File: src/rtl/mcsg_pkg.sv
package mcsg_pkg;

  localparam int unsigned RADIUS_W     = 6;
  localparam int unsigned COLOR_W      = 16;
  localparam int unsigned COORD_W      = 16;
  localparam int unsigned STEP_X_W     = 7;
  localparam int unsigned STEP_Y_W     = 7;
  localparam int unsigned DEC_W        = 12;
  localparam int unsigned RESULT_LIMIT = 48;
  localparam int unsigned COUNT_W      = 6;
  localparam int unsigned CFG_INDEX_W  = 1;

  localparam logic [CFG_INDEX_W-1:0] CFG_CIRCLE_RADIUS = 1'b0;
  localparam logic [CFG_INDEX_W-1:0] CFG_FILL_COLOR    = 1'b1;

  typedef struct packed {
    logic [7:0] center_x;
    logic [7:0] center_y;
  } mcsg_in_t;

  typedef struct packed {
    logic [COORD_W-1:0] narrow_x_start;
    logic [COORD_W-1:0] narrow_x_end;
    logic [COORD_W-1:0] narrow_row_low;
    logic [COORD_W-1:0] narrow_row_high;
    logic [COORD_W-1:0] wide_x_start;
    logic [COORD_W-1:0] wide_x_end;
    logic [COORD_W-1:0] wide_row_low;
    logic [COORD_W-1:0] wide_row_high;
    logic [COLOR_W-1:0] pixel_color;
    logic               last_span_set;
  } mcsg_out_t;

  typedef enum logic {
    ST_IDLE,
    ST_RUN
  } mcsg_state_t;

  typedef struct packed {
    logic start;
    logic emit;
  } mcsg_cmd_t;

  typedef struct packed {
    logic last;
    logic out_free;
  } mcsg_status_t;

endpackage

File: src/rtl/mcsg_ctrl.sv
module mcsg_ctrl
  import mcsg_pkg::*;
(
  input  logic         clk,
  input  logic         rst,
  input  logic         in_valid,
  output logic         in_stall,
  input  mcsg_status_t status,
  output mcsg_cmd_t    cmd
);

  mcsg_state_t state;
  mcsg_state_t state_next;

  always_ff @(posedge clk) begin
    if (rst) begin
      state <= ST_IDLE;
    end else begin
      state <= state_next;
    end
  end

  always_comb begin
    state_next = state;
    in_stall   = 1'b1;
    cmd        = '0;
    case (state)
      ST_IDLE: begin
        in_stall  = 1'b0;
        cmd.start = in_valid;
        if (in_valid) begin
          state_next = ST_RUN;
        end
      end
      ST_RUN: begin
        cmd.emit = status.out_free;
        // last result handed to the output register ends the circle
        if (status.out_free && status.last) begin
          state_next = ST_IDLE;
        end
      end
      default: begin
        state_next = ST_IDLE;
      end
    endcase
  end

endmodule

File: src/rtl/mcsg_datapath.sv
module mcsg_datapath
  import mcsg_pkg::*;
(
  input  logic                clk,
  input  logic                rst,
  input  mcsg_cmd_t           cmd,
  output mcsg_status_t        status,
  input  mcsg_in_t            in_data,
  input  logic [RADIUS_W-1:0] radius,
  input  logic [COLOR_W-1:0]  color,
  output logic                out_valid,
  input  logic                out_stall,
  output mcsg_out_t           out_data
);

  logic [7:0]                 cx;
  logic [7:0]                 cy;
  logic [STEP_X_W-1:0]        x;
  logic signed [STEP_Y_W-1:0] y;
  logic [DEC_W-1:0]           d;
  logic [COUNT_W-1:0]         k;

  logic [STEP_X_W-1:0]        x_next;
  logic signed [STEP_Y_W-1:0] y_next;
  logic [DEC_W-1:0]           d_next;
  logic [DEC_W-1:0]           xe;
  logic [DEC_W-1:0]           ye;
  logic                       d_pos;
  logic                       last_now;
  logic [COORD_W-1:0]         cx16;
  logic [COORD_W-1:0]         cy16;
  logic [COORD_W-1:0]         x16;
  logic [COORD_W-1:0]         y16;
  mcsg_out_t                  result;

  assign d_pos  = !d[DEC_W-1] && (d != '0);
  assign x_next = x + STEP_X_W'(1);
  assign y_next = d_pos ? (y - STEP_Y_W'(1)) : y;
  assign xe     = {{(DEC_W-STEP_X_W){1'b0}}, x_next};
  assign ye     = {{(DEC_W-STEP_Y_W){y_next[STEP_Y_W-1]}}, y_next};

  always_comb begin
    if (d_pos) begin
      d_next = d + ((xe - ye) << 2) + DEC_W'(10);
    end else begin
      d_next = d + (xe << 2) + DEC_W'(6);
    end
  end

  // y has dropped below x, or the result budget is used up
  assign last_now = ($signed(y) < $signed({1'b0, x})) ||
                    (k == COUNT_W'(RESULT_LIMIT - 1));

  assign cx16 = {{(COORD_W-8){1'b0}}, cx};
  assign cy16 = {{(COORD_W-8){1'b0}}, cy};
  assign x16  = {{(COORD_W-STEP_X_W){1'b0}}, x};
  assign y16  = {{(COORD_W-STEP_Y_W){y[STEP_Y_W-1]}}, y};

  always_comb begin
    result.narrow_x_start  = cx16 - x16;
    result.narrow_x_end    = cx16 + x16;
    result.narrow_row_low  = cy16 + y16;
    result.narrow_row_high = cy16 - y16;
    result.wide_x_start    = cx16 - y16;
    result.wide_x_end      = cx16 + y16;
    result.wide_row_low    = cy16 + x16;
    result.wide_row_high   = cy16 - x16;
    result.pixel_color     = color;
    result.last_span_set   = last_now;
  end

  assign status.last     = last_now;
  assign status.out_free = !out_valid || !out_stall;

  always_ff @(posedge clk) begin
    if (cmd.start) begin
      cx <= in_data.center_x;
      cy <= in_data.center_y;
      x  <= '0;
      y  <= signed'({1'b0, radius});
      d  <= DEC_W'(3) - {{(DEC_W-RADIUS_W-1){1'b0}}, radius, 1'b0};
      k  <= '0;
    end else if (cmd.emit) begin
      x <= x_next;
      y <= y_next;
      d <= d_next;
      k <= k + COUNT_W'(1);
    end
  end

  always_ff @(posedge clk) begin
    if (rst) begin
      out_valid <= 1'b0;
    end else if (cmd.emit) begin
      out_valid <= 1'b1;
    end else if (!out_stall) begin
      out_valid <= 1'b0;
    end
  end

  always_ff @(posedge clk) begin
    if (cmd.emit) begin
      out_data <= result;
    end
  end

endmodule

File: src/rtl/midpoint_circle_span_generator_unit.sv
// Filled-circle span generator.
// An input item on in_data (center_x, center_y) starts one circle of the
// configured radius and colour; the block answers with one result item per
// midpoint decision step on out_data, each holding a narrow and a wide pair
// of horizontal spans, the final one marked by last_span_set.
// Configuration: cfg_valid/cfg_ready with cfg_index 0 = circle_radius and
// 1 = fill_color; cfg_ready is always high. A radius above MAX_RADIUS is
// clamped to MAX_RADIUS.
// Timing: on acceptance the step registers are set up from the item; the
// first result is then loaded into the output register as soon as it is free,
// then one result per cycle while out_stall is low. A circle of radius r
// gives about 0.71*r + 2 results, at most 48. The step registers (x, y,
// decision value) advance once per loaded result, so a new item cannot be
// taken until the circle's last result has been loaded.
// in_stall is high from acceptance until the last result has been loaded into
// the output register; the next item may be accepted while that last result
// still waits there. out_stall freezes a valid output register and the stepping.
// Reset (rst, synchronous) empties the output register, drops any circle in
// progress and sets radius 10 and colour 0.
module midpoint_circle_span_generator_unit
  import mcsg_pkg::*;
#(
  parameter int unsigned MAX_RADIUS = 63
) (
  input  logic                   clk,
  input  logic                   rst,
  input  logic                   in_valid,
  output logic                   in_stall,
  input  mcsg_in_t               in_data,
  output logic                   out_valid,
  input  logic                   out_stall,
  output mcsg_out_t              out_data,
  input  logic                   cfg_valid,
  output logic                   cfg_ready,
  input  logic [CFG_INDEX_W-1:0] cfg_index,
  input  logic [COLOR_W-1:0]     cfg_data
);

  logic [RADIUS_W-1:0] circle_radius;
  logic [COLOR_W-1:0]  fill_color;
  logic [RADIUS_W-1:0] radius_sat;
  mcsg_cmd_t           cmd;
  mcsg_status_t        status;

  assign cfg_ready = 1'b1;

  always_ff @(posedge clk) begin
    if (rst) begin
      circle_radius <= RADIUS_W'(10);
      fill_color    <= '0;
    end else if (cfg_valid && cfg_ready) begin
      case (cfg_index)
        CFG_CIRCLE_RADIUS: circle_radius <= cfg_data[RADIUS_W-1:0];
        CFG_FILL_COLOR:    fill_color    <= cfg_data;
        default: begin
        end
      endcase
    end
  end

  assign radius_sat = (circle_radius > RADIUS_W'(MAX_RADIUS)) ?
                      RADIUS_W'(MAX_RADIUS) : circle_radius;

  mcsg_ctrl u_ctrl (
    .clk      (clk),
    .rst      (rst),
    .in_valid (in_valid),
    .in_stall (in_stall),
    .status   (status),
    .cmd      (cmd)
  );

  mcsg_datapath u_datapath (
    .clk       (clk),
    .rst       (rst),
    .cmd       (cmd),
    .status    (status),
    .in_data   (in_data),
    .radius    (radius_sat),
    .color     (fill_color),
    .out_valid (out_valid),
    .out_stall (out_stall),
    .out_data  (out_data)
  );

endmodule

File: config.mk
export PLATFORM = sky130hd
export DESIGN_NAME = midpoint_circle_span_generator_unit
export DESIGN_NICKNAME = d
export VERILOG_FILES = /design/src/rtl/mcsg_pkg.sv /design/src/rtl/mcsg_ctrl.sv /design/src/rtl/mcsg_datapath.sv /design/src/rtl/midpoint_circle_span_generator_unit.sv
export SDC_FILE = /design/constraint.sdc
export NUM_CORES = 1
export LEC_CHECK = 0
export BUFFER_PORTS_ARGS = -buffer_cell sky130_fd_sc_hd__buf_2
export CAP_MARGIN = 0
export CORE_MARGIN = 2
export CORE_UTILIZATION = 44
export CTS_BUF_LIST = sky130_fd_sc_hd__clkbuf_4 sky130_fd_sc_hd__clkbuf_8
export CTS_CLUSTER_SIZE = 8
export DETAILED_ROUTE_END_ITERATION = 12
export GPL_TIMING_DRIVEN = 1
export PLACE_DENSITY = 0.67
export SLEW_MARGIN = 5
export SYNTH_ARGS = -nofsm -noshare
export SYNTH_HDL_FRONTEND = slang
export SYNTH_SLANG_ARGS = --single-unit
export TNS_END_PERCENT = 50
File: constraint.sdc
create_clock -name clk -period 5.1 [get_ports clk]
set_input_delay 0.255 -clock clk [delete_from_list [all_inputs] [get_ports clk]]
set_output_delay 0.255 -clock clk [all_outputs]
set_load 0.05 [all_outputs]
== Word-level counts from Yosys, hierarchy flattened ==
Cells that the tools add are included.
Storage, ports and cells
  output and inout bits: 148
  latch bits: 0
  logic and storage cells: 70
  bits in registers: 217
  bits in read-only memories: 0
  memories kept: 0
  memory bits (writable): 0
  bits of input ports: 38
Operators by class
  multiply operators: 0
  multiplexer cells: 15
  $lt $le $gt $ge: 2
  shift-type cells: 0
  bitwise operators: 2
  $add $sub $neg: 17
  divide/modulo/power cells: 0
  reduce and logical (&&, ||, !) cells: 11
  eq/ne operators: 2
Operators by type and width (count)
  $mux 12: 3
  $sub 8x7->9: 3
  $add 9x7->10: 2
  $sub 9x7->10: 2
  $add 8x7->9: 2
  $mux 6: 3
  $add 12x12->12: 1
  $add 12x3->12 const B: 1
  $add 12x4->12 const B: 1
  $add 12x9->12: 1
  $reduce_bool 12->1: 1
  $lt 7x8->1: 1
  $sub 2x7->8 const A: 1
  $add 7x1->7 const B: 1
  $mux 1: 7
  $mux 7: 1
  $sub 7x2->7 const B: 1
  $add 6x1->6 const B: 1
  $eq 6x6->1 const B: 1
  $gt 6x6->1 const B: 1
  $reduce_and 2->1: 2
  $logic_not 1->1: 3
  $logic_and 1x1->1: 2
  $logic_or 1x1->1: 2
  4 further kinds: 5

== Depth between registers and ports, before layout ==
Gate-level depths: netlist (run 1).
  word-level depth: 9
  mapped depth: 21

== Cells and area by module ==
Synthesis (run 1) repeated with hierarchy kept, for this count alone.
Unflattened totals
  cells, all modules: 955
  area total of the unflattened synthesis: 10186.0 um^2
By module, submodules not included
  mcsg_datapath: cells an instance 844, instances 1, area each 9083.7 um^2
  midpoint_circle_span_generator_unit: cells an instance 106, instances 1, area each 1048.5 um^2
  mcsg_ctrl: cells an instance 5, instances 1, area each 53.8 um^2

== Worst setup path before layout (run 1) ==
OpenSTA, ideal clock, no wires.
  path kind: reg2reg
  start: register u_datapath.y[1]
  end: register u_datapath.d[11], data pin
  slack: 554 ps
  buffers on the path: 0
  arrival time: 4291 ps
  stages on the path, launching flop included: 22
  library setup time: 255 ps
  cell sequence: edfxtp_1 > inv_1 > ha_1 > nor2b_1 > o21a_1 > nor2_1 > ha_1 > o31ai_2 > a31oi_1 > nand3_2 > nand2_1 > xnor2_1 > ha_1 > ha_1 > o21a_1 > o21ai_0 > nor2_1 > a21o_1 > a21oi_1 > xnor2_1 > or4b_1 > and3_1
Between the ends
  longest elaborated chain between the ends: 8
RTL lines
  start, declared: line mcsg_datapath.sv:19  | logic signed [STEP_Y_W-1:0] y;
  start signal, assigned: line mcsg_datapath.sv:80  | y <= signed'({1'b0, radius});
  start signal, assigned: line mcsg_datapath.sv:85  | y <= y_next;
  $sub 7x2->7: line mcsg_datapath.sv:38  | assign y_next = d_pos ? (y - STEP_Y_W'(1)) : y;
  $mux 7 (*): line mcsg_datapath.sv:38
  $sub 8x7->9 (*): line mcsg_datapath.sv:44  | d_next = d + ((xe - ye) << 2) + DEC_W'(10);
  $add 12x12->12 (*): line mcsg_datapath.sv:44
  $add 12x4->12 (*): line mcsg_datapath.sv:44
  $mux 12 (*): line mcsg_datapath.sv:43  | if (d_pos) begin
  $mux 12 (*): line mcsg_datapath.sv:83  | end else if (cmd.emit) begin
  $mux 12 (*): line mcsg_datapath.sv:76  | if (cmd.start) begin
  end signal, assigned: line mcsg_datapath.sv:81  | d <= DEC_W'(3) - {{(DEC_W-RADIUS_W-1){1'b0}}, radius, 1'b0};
  end signal, assigned: line mcsg_datapath.sv:86  | d <= d_next;
  end, declared: line mcsg_datapath.sv:20  | logic [DEC_W-1:0] d;
Mark *: on every way between the ends. The rest lies on a longest branch, timed or not. The select of a mux whose other input is x is not followed.
A chain may end at the register's enable or synchronous reset.

== Worst setup path after layout (run 1) ==
  start: register u_datapath.y[0]
  end: register u_datapath.d[11], data pin
The elaborated chain is that of the path after synthesis.

==> summary by stage, run 1 <==
Run status
The run finished with clean final reports.

Worst setup path
Along the worst path, the maximum fanout reaches 8. The worst register-to-register path has a depth of 21. The worst setup path is captured at a flop. In this run the critical register-to-register path is launched from u_datapath.y[0]. The register-to-register setup slack is 0.42 ns. Data on the critical path arrives at its endpoint at a little under 5 ns.

By startpoint and endpoint, the worst setup path is classified as reg -> reg. STA puts the critical path data required time at roughly 5.3 ns. The worst setup path is launched from a flop. The capture instance of the worst register-to-register path is u_datapath.d[11].

STA
The worst path needs roughly 4.7 ns of the cycle, external delays included. The total count of hold-check failures in the final report is 0. The number of max-slew violations in the final report is 0.

The fmax is 0.2137 GHz. Headroom to the max-slew limit came out at between 40% and 50%. The setup TNS is 0 ns. The clock skew after layout is between 0.01 and 0.015 ns. In the finished design, the share of the clock period the worst path needs comes to ~92%. At the pin with the least slew margin, the transition time is between 0.8 and 0.9 ns. Setup repair after global routing left no endpoint under its margin. Across all setup checks in the final design, the least slack found is ~0.42 ns. The final hold slack is between 0.03 and 0.04 ns. Setup violations remaining at the end of the flow were counted as 0.

Cells and area
The fraction of final layout cells with drive strength greater than 1 is between 10% and 20%. The number of antenna diodes in the final layout is 0. The final layout contains 1265 nets.

The final cell area excluding filler cells is ~11000 µm². Counting the fill cells in the layout gives 1975. From synthesis to final layout, the design area changed by 15.67%. The utilization of the core after routing is 51.98%.

Routing
The DRC violation total after the first TritonRoute iteration is ~380. The total number of vias is 6993. The aggregate routed wire length is 21.12 mm. The count of nets left with antenna violations once routing finished came out at 0. The DRC violation count after routing is 0. Before antenna repair, the detailed router went through 5 iterations. Using the TritonRoute via totals, the vias-per-cell ratio works out to ~5.

Dividing the detail-routed wire length by the instance count gives around 15 µm.

Floorplan
The area inside the core boundary is ~22000 µm². The number of ports placed on the die boundary is 186. The die extent in y is around 150 µm.

In this run the horizontal extent of the chip is ~150 µm. The starting utilization of the core area is roughly 45%. The floorplan die area is 23500 µm².

In this run the core area contains 54 standard-cell rows.

CTS
The clock passes through at most 2 buffers. For this design, the sink count on the clock tree is 160. TritonCTS built the clock tree. The post-cts sizing count is 0. Buffers inserted during clock tree synthesis total 17.

The clock input transition at the sequential cells of the worst setup and hold paths is 0.10 ns. The later pin in the worst-skew pair is clocked with a latency of around 0.46 ns. The number of levels in the clock H-tree is 4.

The cell sitting at the root of the clock tree is a clkbuf_8.

Synthesis
After synthesis, the share of cell area in mux cells is between 1 and 1.5%. The cell accounting for the most synthesized area is edfxtp_1. By count the netlist is led by edfxtp_1 (122), ha_1 (112), inv_1 (87), a21oi_1 (71), nand2_1 (71).

By area, the combinational part of the netlist is dominated by adder cells. The most used standard cell by instance count after synthesis is edfxtp_1. The synthesized design contains about 120 enable-type register cells. The sequential fraction of the synthesis area is between 40% and 50%. Synthesis produced a netlist whose cell count is 940. The fraction of synthesized cell area taken by the top area cell type is between 30% and 40%. The cell area that synthesis handed to floorplanning was around 9800 µm².

After synthesis, the share of flip-flops with an asynchronous set or reset is 0%. The count of yosys warnings during synthesis is 0. The basic-gate share of the synthesized area counting and, or, nand and nor cells is a little over 10%.

The synthesized design contains 160 register bits. Summing the areas of all fa, ha and maj instances in the mapped netlist gives roughly 16% of the synthesized area. The leading register cell type out of synthesis is edfxtp_1.

The area share of xor/xnor cells in the synthesized design is under 10%. By area the synthesized netlist is led by edfxtp_1 (37%), ha_1 (14%), dfxtp_1 (7.8%). In this run, distinct cell masters in the synthesized netlist total 51. Summing the areas of all compound-gate instances in the mapped netlist gives a little under an eighth of the synthesized area. The average size of a mapped cell is 10.43 µm².

Global route
The number of global-route vias before repair is 6768. The total overflow left after global routing is 0. The first-pass GRT wire length is roughly 34 mm. The maximum number of pins on one net before global-route repair is between 50 and 60. The initial antenna violation count was 0. The overall track demand over capacity in global routing is approximately 18%.

Pwr
The worst IR drop on VDD is around 250 µV. The share of total power dissipated in sequential elements is ~31%. The leakage power summed over all cells is about 5.0 nW. The proportion of power drawn by the clock network is between 10% and 20%. Internal power comes to between 3 and 4 mW. Net switching is between 40% and 50% of the power.

Combinational logic burns between 50 and 60% of the power. Dividing total power by cell area gives a power density of 515.2 nW/µm². For this design the total switching power over the nets is about 2.5 mW.

Worst hold path
The path class of the tightest hold or removal check is in -> reg. The hold path startpoint is cfg_data[0]. The worst hold path endpoint is fill_color[0]. The worst hold path passes through 3 cells.

Placed design
Routability-driven placement finished with a final weighted congestion of 0.8539. Buffers placed on the I/O ports in this run total 170. Timing analysis after detailed placement gives a worst setup slack of 0.4196 ns. The post-placement cell area is ~11000 µm².

The sum of net half-perimeters after detailed placement is 16.00 mm.

Job
The number of max-cap violations is 0.
-- registers in the layout (all words and copies together), names as in the netlist --
signal and flops:
circle_radius 6, fill_color 16, u_ctrl.state 1, u_datapath.cx 8, u_datapath.cy 8, u_datapath.d 11
u_datapath.k 6, u_datapath.out_data 89, u_datapath.out_valid 1, u_datapath.x 7, u_datapath.y 7
-- power by group through the flow --
| stage | registers, mW | logic [mW] | clock network [mW] |
|---|---|---|---|
| finish | 1.83 | 3.00 | 1.01 |
| global route | 1.85 | 3.36 | 1.09 |
| CTS | 1.83 | 3.02 | 1.04 |
| detailed placement | 1.86 | 2.98 | 0 |
| global placement | 1.86 | 2.94 | 0 |
| floorplan | 2.21 | 2.03 | 0 |
-- worst max-delay path, stage by stage (launching register included) --
cell	delay, ns
edfxtp_1	0.54
inv_1	0.11
ha_1	0.28
nor2b_1	0.24
o21a_1	0.22
nor2_1	0.07
ha_1	0.23
o31ai_2	0.24
a31oi_1	0.16
nand3_2	0.12
nand2_1	0.07
xnor2_1	0.13
ha_1	0.28
ha_1	0.37
o21a_1	0.13
o21ai_0	0.14
nor2_1	0.06
a21o_1	0.19
a21oi_1	0.17
xnor2_1	0.10
or4b_1	0.45
and3_1	0.17
-- metrics by stage --
stage                     instances  power [mW]
after CTS                      1398       5.888
after floorplan                 953       4.243
final                          1398       5.844
after detailed placement       1339       4.838
after global placement         1339       4.798
after global routing           1398       6.297
-- layout by cell type, fill, tap and decap left out, types with 4 or more instances in the layout --
| master | n |
|---|---|
| inv_1 | 86 |
| nor2_1 | 70 |
| mux2i_1 | 11 |
| inv_6 | 6 |
| dfxtp_1 | 38 |
| nand2_1 | 71 |
| and3_1 | 8 |
| a21oi_1 | 71 |
| a211oi_1 | 5 |
| ha_1 | 112 |
| edfxtp_1 | 122 |
| nand3_1 | 11 |
| o21ai_0 | 45 |
| a21boi_0 | 4 |
| buf_2 | 170 |
| conb_1 | 15 |
| nor2b_1 | 15 |
| dlygate4sd3_1 | 27 |
| nor3_1 | 8 |
| a31oi_1 | 4 |
| nand2b_1 | 11 |
| a21o_1 | 14 |
| xor2_1 | 29 |
| xnor2_1 | 51 |
| o21a_1 | 7 |
| fa_1 | 10 |
| buf_4 | 11 |
| o21bai_1 | 15 |
| o31ai_1 | 5 |
| clkbuf_8 | 17 |
-- what timing repair did --
item                      CTS  global route
hold buffers               27             0
hold endpoints to repair   28             0
setup buffers               0             0
-- worst max path at each step --
stage / slack, ns / to / from
floorplan: 0.55 / u_datapath.d[11] / u_datapath.y[1]
global placement: 0.51 / u_datapath.d[11] / u_datapath.y[0]
detailed placement: 0.42 / u_datapath.d[11] / u_datapath.y[0]
CTS: 0.41 / u_datapath.d[11] / u_datapath.y[0]
global route: 0.09 / u_datapath.d[11] / u_datapath.y[0]
finish: 0.42 / u_datapath.d[11] / u_datapath.y[0]
-- kinds of logic (layout without fill, tap and decap cells) --
group           Yosys count  after routing
simple gates            214            214
compound gates          186            186
buf+inv                 163            328
flops                   160            160
fa+ha+maj               123            123
xor+xnor                 81             81
mux                      11             11
other cells               2             15
-- routing by layer --
metal | vias to the layer above | wire [µm] | part of all wire (%) | track usage (%)
met5 | - | 0 | 0 | 0
met4 | 0 | 260 | 1.2 | 4.586
met1 | 3319 | 9485 | 45 | 22.96
met2 | 162 | 10430 | 49 | 31.46
met3 | 20 | 944 | 4.5 | 3.317
li1 | 3492 | - | - | -
-- layout make-up --
class / instances / area (µm²) / share of cell area [%]
clock buffers: 17 / 234.0 / 2.063
clock inverters: 15 / 192.7 / 1.699
inverters: 88 / 332.8 / 2.934
multi-input cells: 630 / 4606 / 40.60
flip-flops and latches: 160 / 4424 / 39.00
well taps: 280 / 350.3 / 3.088
repair buffers: 208 / 1204 / 10.61
(Power assumes the default switching activity.)
==> inputs of run 2 (changes only) <==
--- a/config.mk
+++ b/config.mk
@@ -14,6 +14,7 @@
 export DETAILED_ROUTE_END_ITERATION = 12
 export GPL_TIMING_DRIVEN = 1
 export PLACE_DENSITY = 0.67
+export SETUP_SLACK_MARGIN = 0.5
 export SLEW_MARGIN = 5
 export SYNTH_ARGS = -nofsm -noshare
 export SYNTH_HDL_FRONTEND = slang
==> summary by stage, run 2 (synthesized netlist as in run 1, its figures left out) <==
Pwr
For this design the static power due to leakage is roughly 5 nW. The total power is about 6.0 mW. The worst IR drop on VDD is around 260 µV.

The power per cell area is 522.8 nW/µm².

Placed design
After detailed placement, the design holds a cell count of roughly 1300. At the placement stage, the worst setup path has a slack of 0.4196 ns. Buffers placed on the I/O ports in this run total between 150 and 200. The sum of net half-perimeters after detailed placement is between 15 and 20 mm. The post-placement cell area is 10650 µm².

At the end of routability-driven placement, the weighted congestion stood at 0.8539.

Global route
The first global-routing pass estimated ~34 mm of wire. The number of global-route vias before repair is 6779. Global routing used approximately 18% of the available tracks. The initial antenna violation count is 0.

After global routing the overflow that remains totals 0. The maximum number of pins on one net before global-route repair is 54.

Worst setup path
At the worst endpoint, the arrival time is 4.59 ns. The length in cells of the worst reg-to-reg path is 21. In this run the critical register-to-register path is launched from u_datapath.y[0]. The register-to-register setup slack is about 0.74 ns. In this run the worst path has a maximum fanout of 5.

The capture instance of the worst register-to-register path is u_datapath.d[11]. The kind of cell adding the most delay to the critical path is simple AND/OR/NAND/NOR gates. The critical path required time is ~5.3 ns. The category of the most critical setup path is reg -> reg. The stage delay of the slowest cell on the critical path is ~0.45 ns. The critical path runs through a total of 21 cells.

The type of origin of the critical path is a flop. Among all stages on the critical path, the largest delay is contributed by or4b_1. The critical path goes through inv_1 -> ha_1 -> nor2b_2 -> o21a_1 -> nor2_1 -> ha_1 -> o21ai_1 -> a31oi_2 -> nand3_2 -> nand2_1 -> xnor2_1 -> ha_1 -> ha_4 -> o21a_1 -> o21ai_0 -> nor2_1 -> a21o_1 -> a21oi_2 -> xnor2_1 -> or4b_1 -> and3_1. Together, buffers and inverters on the worst path number 1. The kind of capture point of the worst setup path is a flop. The cell seen most often among critical-path stages is ha_1.

STA
Based on the critical path, the design can be clocked at up to 0.2294 GHz. Setup violations remaining at the end of the flow were counted as 0. For the pin with the worst max-slew slack, the measured transition is between 0.8 and 0.9 ns. Summed over all failing endpoints, the final setup total negative slack is 0 ns. Hold is met by between 0.03 and 0.04 ns.

The post-route clock period utilization is between 80% and 90%. Across all setup checks in the final design, the least slack found is approximately 0.74 ns. Setup repair after global routing left no endpoint under its margin. The post-layout minimum cycle time is 4.360 ns. The total count of hold-check failures in the final report is 0. For the final database, setup skew stands at approximately 0.014 ns. The relative slew slack is between 40% and 50%. The number of max-slew violations in the final report is 0.

Cells and area
The total inserted antenna cells is 0. More flip-flops sit in one register than any other, and that register is u_datapath.out_data. The area growth from synthesis to final layout is 16.85%. The flip-flop count of the largest register, all copies and words added is approximately 90.

The non-filler instance count after layout is about 1400. The commonest non-fill, non-tap cell in the layout is buf_2. The largest registers in the layout are u_datapath.out_data (89), fill_color (16), u_datapath.d (11). The net count of the finished layout is roughly 1300.

Leaving out fill and tap cells, the most frequent cells in the layout are buf_2 (170), edfxtp_1 (122), ha_1 (108). The total of fill cells in the finished design is just under 2000. Cells fill a little over half of the core in the end. The final cell area excluding filler cells is ~11000 µm².

The post-route netlist has around a fifth of its cells at a drive strength greater than 1.

CTS
The clock insertion delay at the later pin of the skew report is around 0.46 ns. The total clock buffers created by CTS is 17. For this design, the sink count on the clock tree is 160. The cell sitting at the root of the clock tree is a clkbuf_8.

The deepest clock path buffer count is 2. The number of levels in the clock H-tree is 4. Clock-pin slew was measured on the worst setup and hold paths at 0.10 ns. TritonCTS built the clock tree.

Floorplan
The floorplan die area is 23500 µm². The width of the die is 153.3 µm. The floorplan step set the die height to 153.3 µm.

The starting utilization of the core area is 44.94%. about 190 I/O pins were placed. After floorplanning, the core was sized to cover 21820 µm².

The total number of placement rows is between 50 and 60.

Routing
The residual antenna-violating net count after detailed routing is 0. The highest metal layer with signal wires is met4. The wire length the detailed router placed on met1 is between 9 and 10 mm. The routed design uses around 980 µm of met3 wire. The wire length on met2 is 10.48 mm. In the final routed layout, each cell accounts on average for 15.15 µm. The DRC violation total after the first TritonRoute iteration is approximately 410. After detailed routing, the number of vias per cell comes to ~5. The routed design has between 20 and 25 mm of wire. After detailed routing, the number of remaining DRC violations is 0.

The total number of vias is 7037. For this run, the detailed router's first-pass iteration total came to 5.

Worst hold path
The path category of the worst min-delay check is in -> reg. The number of cells on the worst hold path is 3. The hold path startpoint is cfg_data[9]. For hold timing, the worst endpoint is fill_color[9].

Job
The tool flagged a number of max-cap violations equal to 0.

Run status
The run finished with clean final reports.
## run 2: cell type report
class                   count  area [µm²]  share of cell area (%)
repair buffers            213        1241                   10.83
clock inverters            15       192.7                   1.681
well taps                 280       350.3                   3.057
inverters                  88       332.8                   2.904
clock buffers              17       234.0                   2.042
flip-flops and latches    160        4424                   38.61
multi-input cells         630        4684                   40.88
## run 2: power breakdown
part | switching [mW] | total [mW] | internal (mW)
Sequential | 0.123 | 1.82 | 1.70
Clock | 0.552 | 1.01 | 0.462
Combinational | 1.92 | 3.15 | 1.23
Total | 2.60 | 5.99 | 3.39
## run 2: per-layer routing
layer | vias to the layer above | track usage, %
li1 | 3502 | -
met1 | 3339 | 22.96
met2 | 174 | 31.44
met3 | 22 | 3.317
met4 | 0 | 4.850
met5 | - | 0
## run 2: what timing repair did
action,4_1_cts,5_1_grt
hold endpoints to repair,28,0
hold buffers,27,0
gates cloned,0,0
buffers inserted,3,2
gates resized for setup,0,14
endpoints found under the setup margin,1,1
pin swaps,0,4
## run 2: how the worst max path moves through the flow
stage / start / to / slack (ns)
after global placement: u_datapath.y[0] / u_datapath.d[11] / 0.51
after global routing: u_datapath.y[0] / u_datapath.d[11] / 0.48
after detailed placement: u_datapath.y[0] / u_datapath.d[11] / 0.42
after floorplan: u_datapath.y[1] / u_datapath.d[11] / 0.55
final: u_datapath.y[0] / u_datapath.d[11] / 0.74
after CTS: u_datapath.d[11] / u_datapath.d[11] / 0.52
## run 2: worst register-to-register path, stage by stage (launching register included)
cell      delay, ns
edfxtp_1       0.44
inv_1          0.09
ha_1           0.29
nor2b_2        0.17
o21a_1         0.21
nor2_1         0.11
ha_1           0.21
o21ai_1        0.11
a31oi_2        0.28
nand3_2        0.13
nand2_1        0.09
xnor2_1        0.12
ha_1           0.28
ha_4           0.27
o21a_1         0.10
o21ai_0        0.14
nor2_1         0.06
a21o_1         0.19
a21oi_2        0.14
xnor2_1        0.09
or4b_1         0.45
and3_1         0.17
==> inputs of run 3 (changes only) <==
--- a/config.mk
+++ b/config.mk
@@ -5,15 +5,15 @@
 export SDC_FILE = /design/constraint.sdc
 export NUM_CORES = 1
 export LEC_CHECK = 0
-export BUFFER_PORTS_ARGS = -buffer_cell sky130_fd_sc_hd__buf_2
 export CAP_MARGIN = 0
 export CORE_MARGIN = 2
 export CORE_UTILIZATION = 44
-export CTS_BUF_LIST = sky130_fd_sc_hd__clkbuf_4 sky130_fd_sc_hd__clkbuf_8
+export CTS_BUF_LIST = sky130_fd_sc_hd__clkbuf_16
 export CTS_CLUSTER_SIZE = 8
 export DETAILED_ROUTE_END_ITERATION = 12
+export DONT_BUFFER_PORTS = 1
 export GPL_TIMING_DRIVEN = 1
-export PLACE_DENSITY = 0.67
+export PLACE_DENSITY = 0.6
 export SETUP_SLACK_MARGIN = 0.5
 export SLEW_MARGIN = 5
 export SYNTH_ARGS = -nofsm -noshare
==> summary by stage, run 3 (synthesized netlist as in run 1, its figures left out) <==
Pwr
Summed over all cells, the static leakage comes to 4.528 nW. The power share of the sequential group is approximately 36%. The switching power of the nets is around 2.6 mW.

Net switching is a little over two fifths of the power. The internal portion of the total power is approximately 3.5 mW. The power per cell area is about 560 nW/µm².

The proportion of power drawn by the clock network is between 20 and 25%. The combinational share of power is roughly 44%. IR analysis of the VDD net gives a maximum drop of 278.6 µV.

Worst setup path
The biggest fanout along the worst timing path is 4. The worst path arrival time is 4.50 ns. The kind of capture point of the worst setup path is a flop.

In this run the critical register-to-register path is captured at u_datapath.d[11]. The type of origin of the critical path is a flop. The category of the most critical setup path is reg -> reg.

For flop-to-flop paths, the worst setup slack is approximately 0.79 ns. Counting cells, the worst reg-to-reg path comes to 19. The startpoint identified for the worst register-to-register timing path is u_datapath.y[0].

The critical path required time is 5.29 ns.

Worst hold path
The path with the worst hold slack has its endpoint at circle_radius[1]. The worst hold path begins at cfg_index. The path category of the worst min-delay check is in -> reg. The number of cells on the worst hold path is 3.

Cells and area
Relative to the synthesized area, the layout overhead comes to 12.48%. The commonest non-fill, non-tap cell in the layout is edfxtp_1. In the final design database the tool counted 1120 nets. The fraction of final layout cells with drive strength greater than 1 is slightly above 8%. The largest registers in the layout are u_datapath.out_data (89), fill_color (16), u_datapath.d (11). The utilization of the core after routing is around 51%. The total inserted antenna cells is 0. The flip-flop count of the largest register, all copies and words added is 89. The library cells used most frequently in the layout, excluding fill and tap cells, are edfxtp_1 (122), ha_1 (109), inv_1 (85). The register with the highest flop count is u_datapath.out_data. The finished layout holds 1253 standard cells, fillers aside. The total of fill cells in the finished design is approximately 1900.

Routing
For this block, the routed nets add up to between 20 and 25 mm of wire. Dividing the detail-routed via count by the number of cells gives between 5 and 6. The first-pass iteration count of the detailed router is 7. The final routed wire length divided by cell count is about 17 µm. The DRC violation count after routing is 0. The DRC violation total after the first TritonRoute iteration is 376. The routed layout has between 6000 and 7000 vias. In this run the remaining antenna-violating nets after routing total 0.

STA
The post-route clock period utilization is ~84%. The total count of hold-check failures in the final report is 0. On the final layout, the worst clock skew is about 0.014 ns. At the pin with the least slew margin, the transition time is between 0.8 and 0.9 ns. The setup TNS is 0 ns. The worst path in the final design needs a cycle of about 4.3 ns, including I/O delays and setup. The fmax is approximately 0.23 GHz.

Headroom to the max-slew limit came out at approximately 40%. The number of max-slew violations in the final report is 0. The final number of setup-violating endpoints is 0. Setup repair after global routing left no endpoint under its margin.

CTS
The clock insertion delay at the later pin of the skew report is 0.43 ns. The root buffer selected by CTS is clkbuf_16. The total clock buffers created by CTS is 17. The longest clock path from root to sink contains 2 buffers. CTS saw 160 sinks. The number of levels in the clock H-tree is 4.

TritonCTS built the clock tree. The clock input transition at the sequential cells of the worst setup and hold paths is around 0.08 ns.

Placed design
At the end of routability-driven placement, the weighted congestion stood at roughly 0.8. After detailed placement, the design holds a cell count of between 1000 and 1500. The sum of net half-perimeters after detailed placement is around 16 mm. The count of buffers inserted at the top-level ports is 0.

Floorplan
The number of ports placed on the die boundary is roughly 190. The floorplan die area is between 20000 and 25000 µm². Measured along the x axis, the die boundary spans ~150 µm. The area inside the core boundary is 21820 µm². From bottom edge to top edge, the die measures 153.3 µm. The initial utilization of the core area, before any placement, comes to roughly 45%. The total number of placement rows is 54.

Global route
The number of global-route vias before repair was roughly 6500. After global routing the overflow that remains totals 0. The first global-routing pass estimated ~34 mm of wire. The maximum number of pins on one net before global-route repair is 61.

In the global route stage, overall resource usage came out at 18.10%. The initial antenna violation count came to 0.

Run status
The run finished with clean final reports.

Job
The number of max-cap violations is 0.
[run 3: final cells by class]
class | count | area (µm²) | share of cell area, %
Clock buffer | 17 | 425.4 | 3.857
Clock inverter | 15 | 158.9 | 1.441
Inverter | 88 | 332.8 | 3.017
Multi-Input combinational cell | 630 | 4688 | 42.50
Sequential cell | 160 | 4424 | 40.11
Tap cell | 280 | 350.3 | 3.176
Timing Repair Buffer | 63 | 650.6 | 5.898
[run 3: stage by stage]
stage / hold slack [ns] / power (mW) / cell area [µm²] / setup WS, ns
2_1_floorplan: 0.3241 / 4.243 / 9856 / 0.5538
3_3_place_gp: 0.3262 / 4.722 / 9981 / 0.5891
3_5_place_dp: 0.3283 / 4.757 / 9981 / 0.4588
4_1_cts: 0.2165 / 6.092 / 10940 / 0.5675
5_1_grt: 0.2433 / 6.631 / 11030 / 0.4918
6_report: 0.2200 / 6.172 / 11030 / 0.7945
[run 3: worst max-delay path: stages (launching register included)]
cell and delay [ns]:
edfxtp_1 0.48, xnor2_2 0.21, ha_1 0.19, inv_1 0.07, o31ai_2 0.22, o21ai_1 0.11
maj3_2 0.34, a211o_1 0.25, a31oi_1 0.16, o21bai_1 0.10, xor2_1 0.15, ha_1 0.35
ha_4 0.27, o21ai_1 0.08, nor2_1 0.06, a21o_1 0.17, a21oi_1 0.16, xnor2_1 0.09
or4b_1 0.45, and3_1 0.17
[run 3: per-layer routing]
layer,GRT usage [%],wire (µm),vias to the layer above
met2,31.19,10400,148
met1,22.91,9318,3054
met3,4.338,1004,29
met5,0,0,-
li1,-,-,3221
met4,4.586,290,0
[run 3: worst max path at each step]
stage | startpoint | to | cells after the start | slack [ns]
2_1_floorplan | u_datapath.y[1] | u_datapath.d[11] | 21 | 0.55
3_3_place_gp | u_datapath.d[11] | u_datapath.d[11] | 19 | 0.59
3_5_place_dp | u_datapath.d[11] | u_datapath.d[11] | 19 | 0.46
4_1_cts | u_datapath.y[0] | u_datapath.d[11] | 21 | 0.57
5_1_grt | u_datapath.y[0] | u_datapath.d[11] | 19 | 0.49
6_report | u_datapath.y[0] | u_datapath.d[11] | 19 | 0.79
[run 3: power groups by stage]
| stage | clock [mW] | sequential (mW) | combinational, mW |
|---|---|---|---|
| floorplan | 0 | 2.21 | 2.03 |
| global placement | 0 | 2.24 | 2.48 |
| detailed placement | 0 | 2.25 | 2.51 |
| CTS | 1.30 | 2.21 | 2.58 |
| global route | 1.36 | 2.23 | 3.04 |
| finish | 1.27 | 2.21 | 2.69 |
[run 3: what timing repair did]
item | in CTS | in global routing
setup endpoints to repair | 1 | 1
endpoints found under the hold margin | 40 | 0
pin swaps | 0 | 4
gates resized for setup | 0 | 16
hold buffers | 36 | 0
buffers inserted | 2 | 1
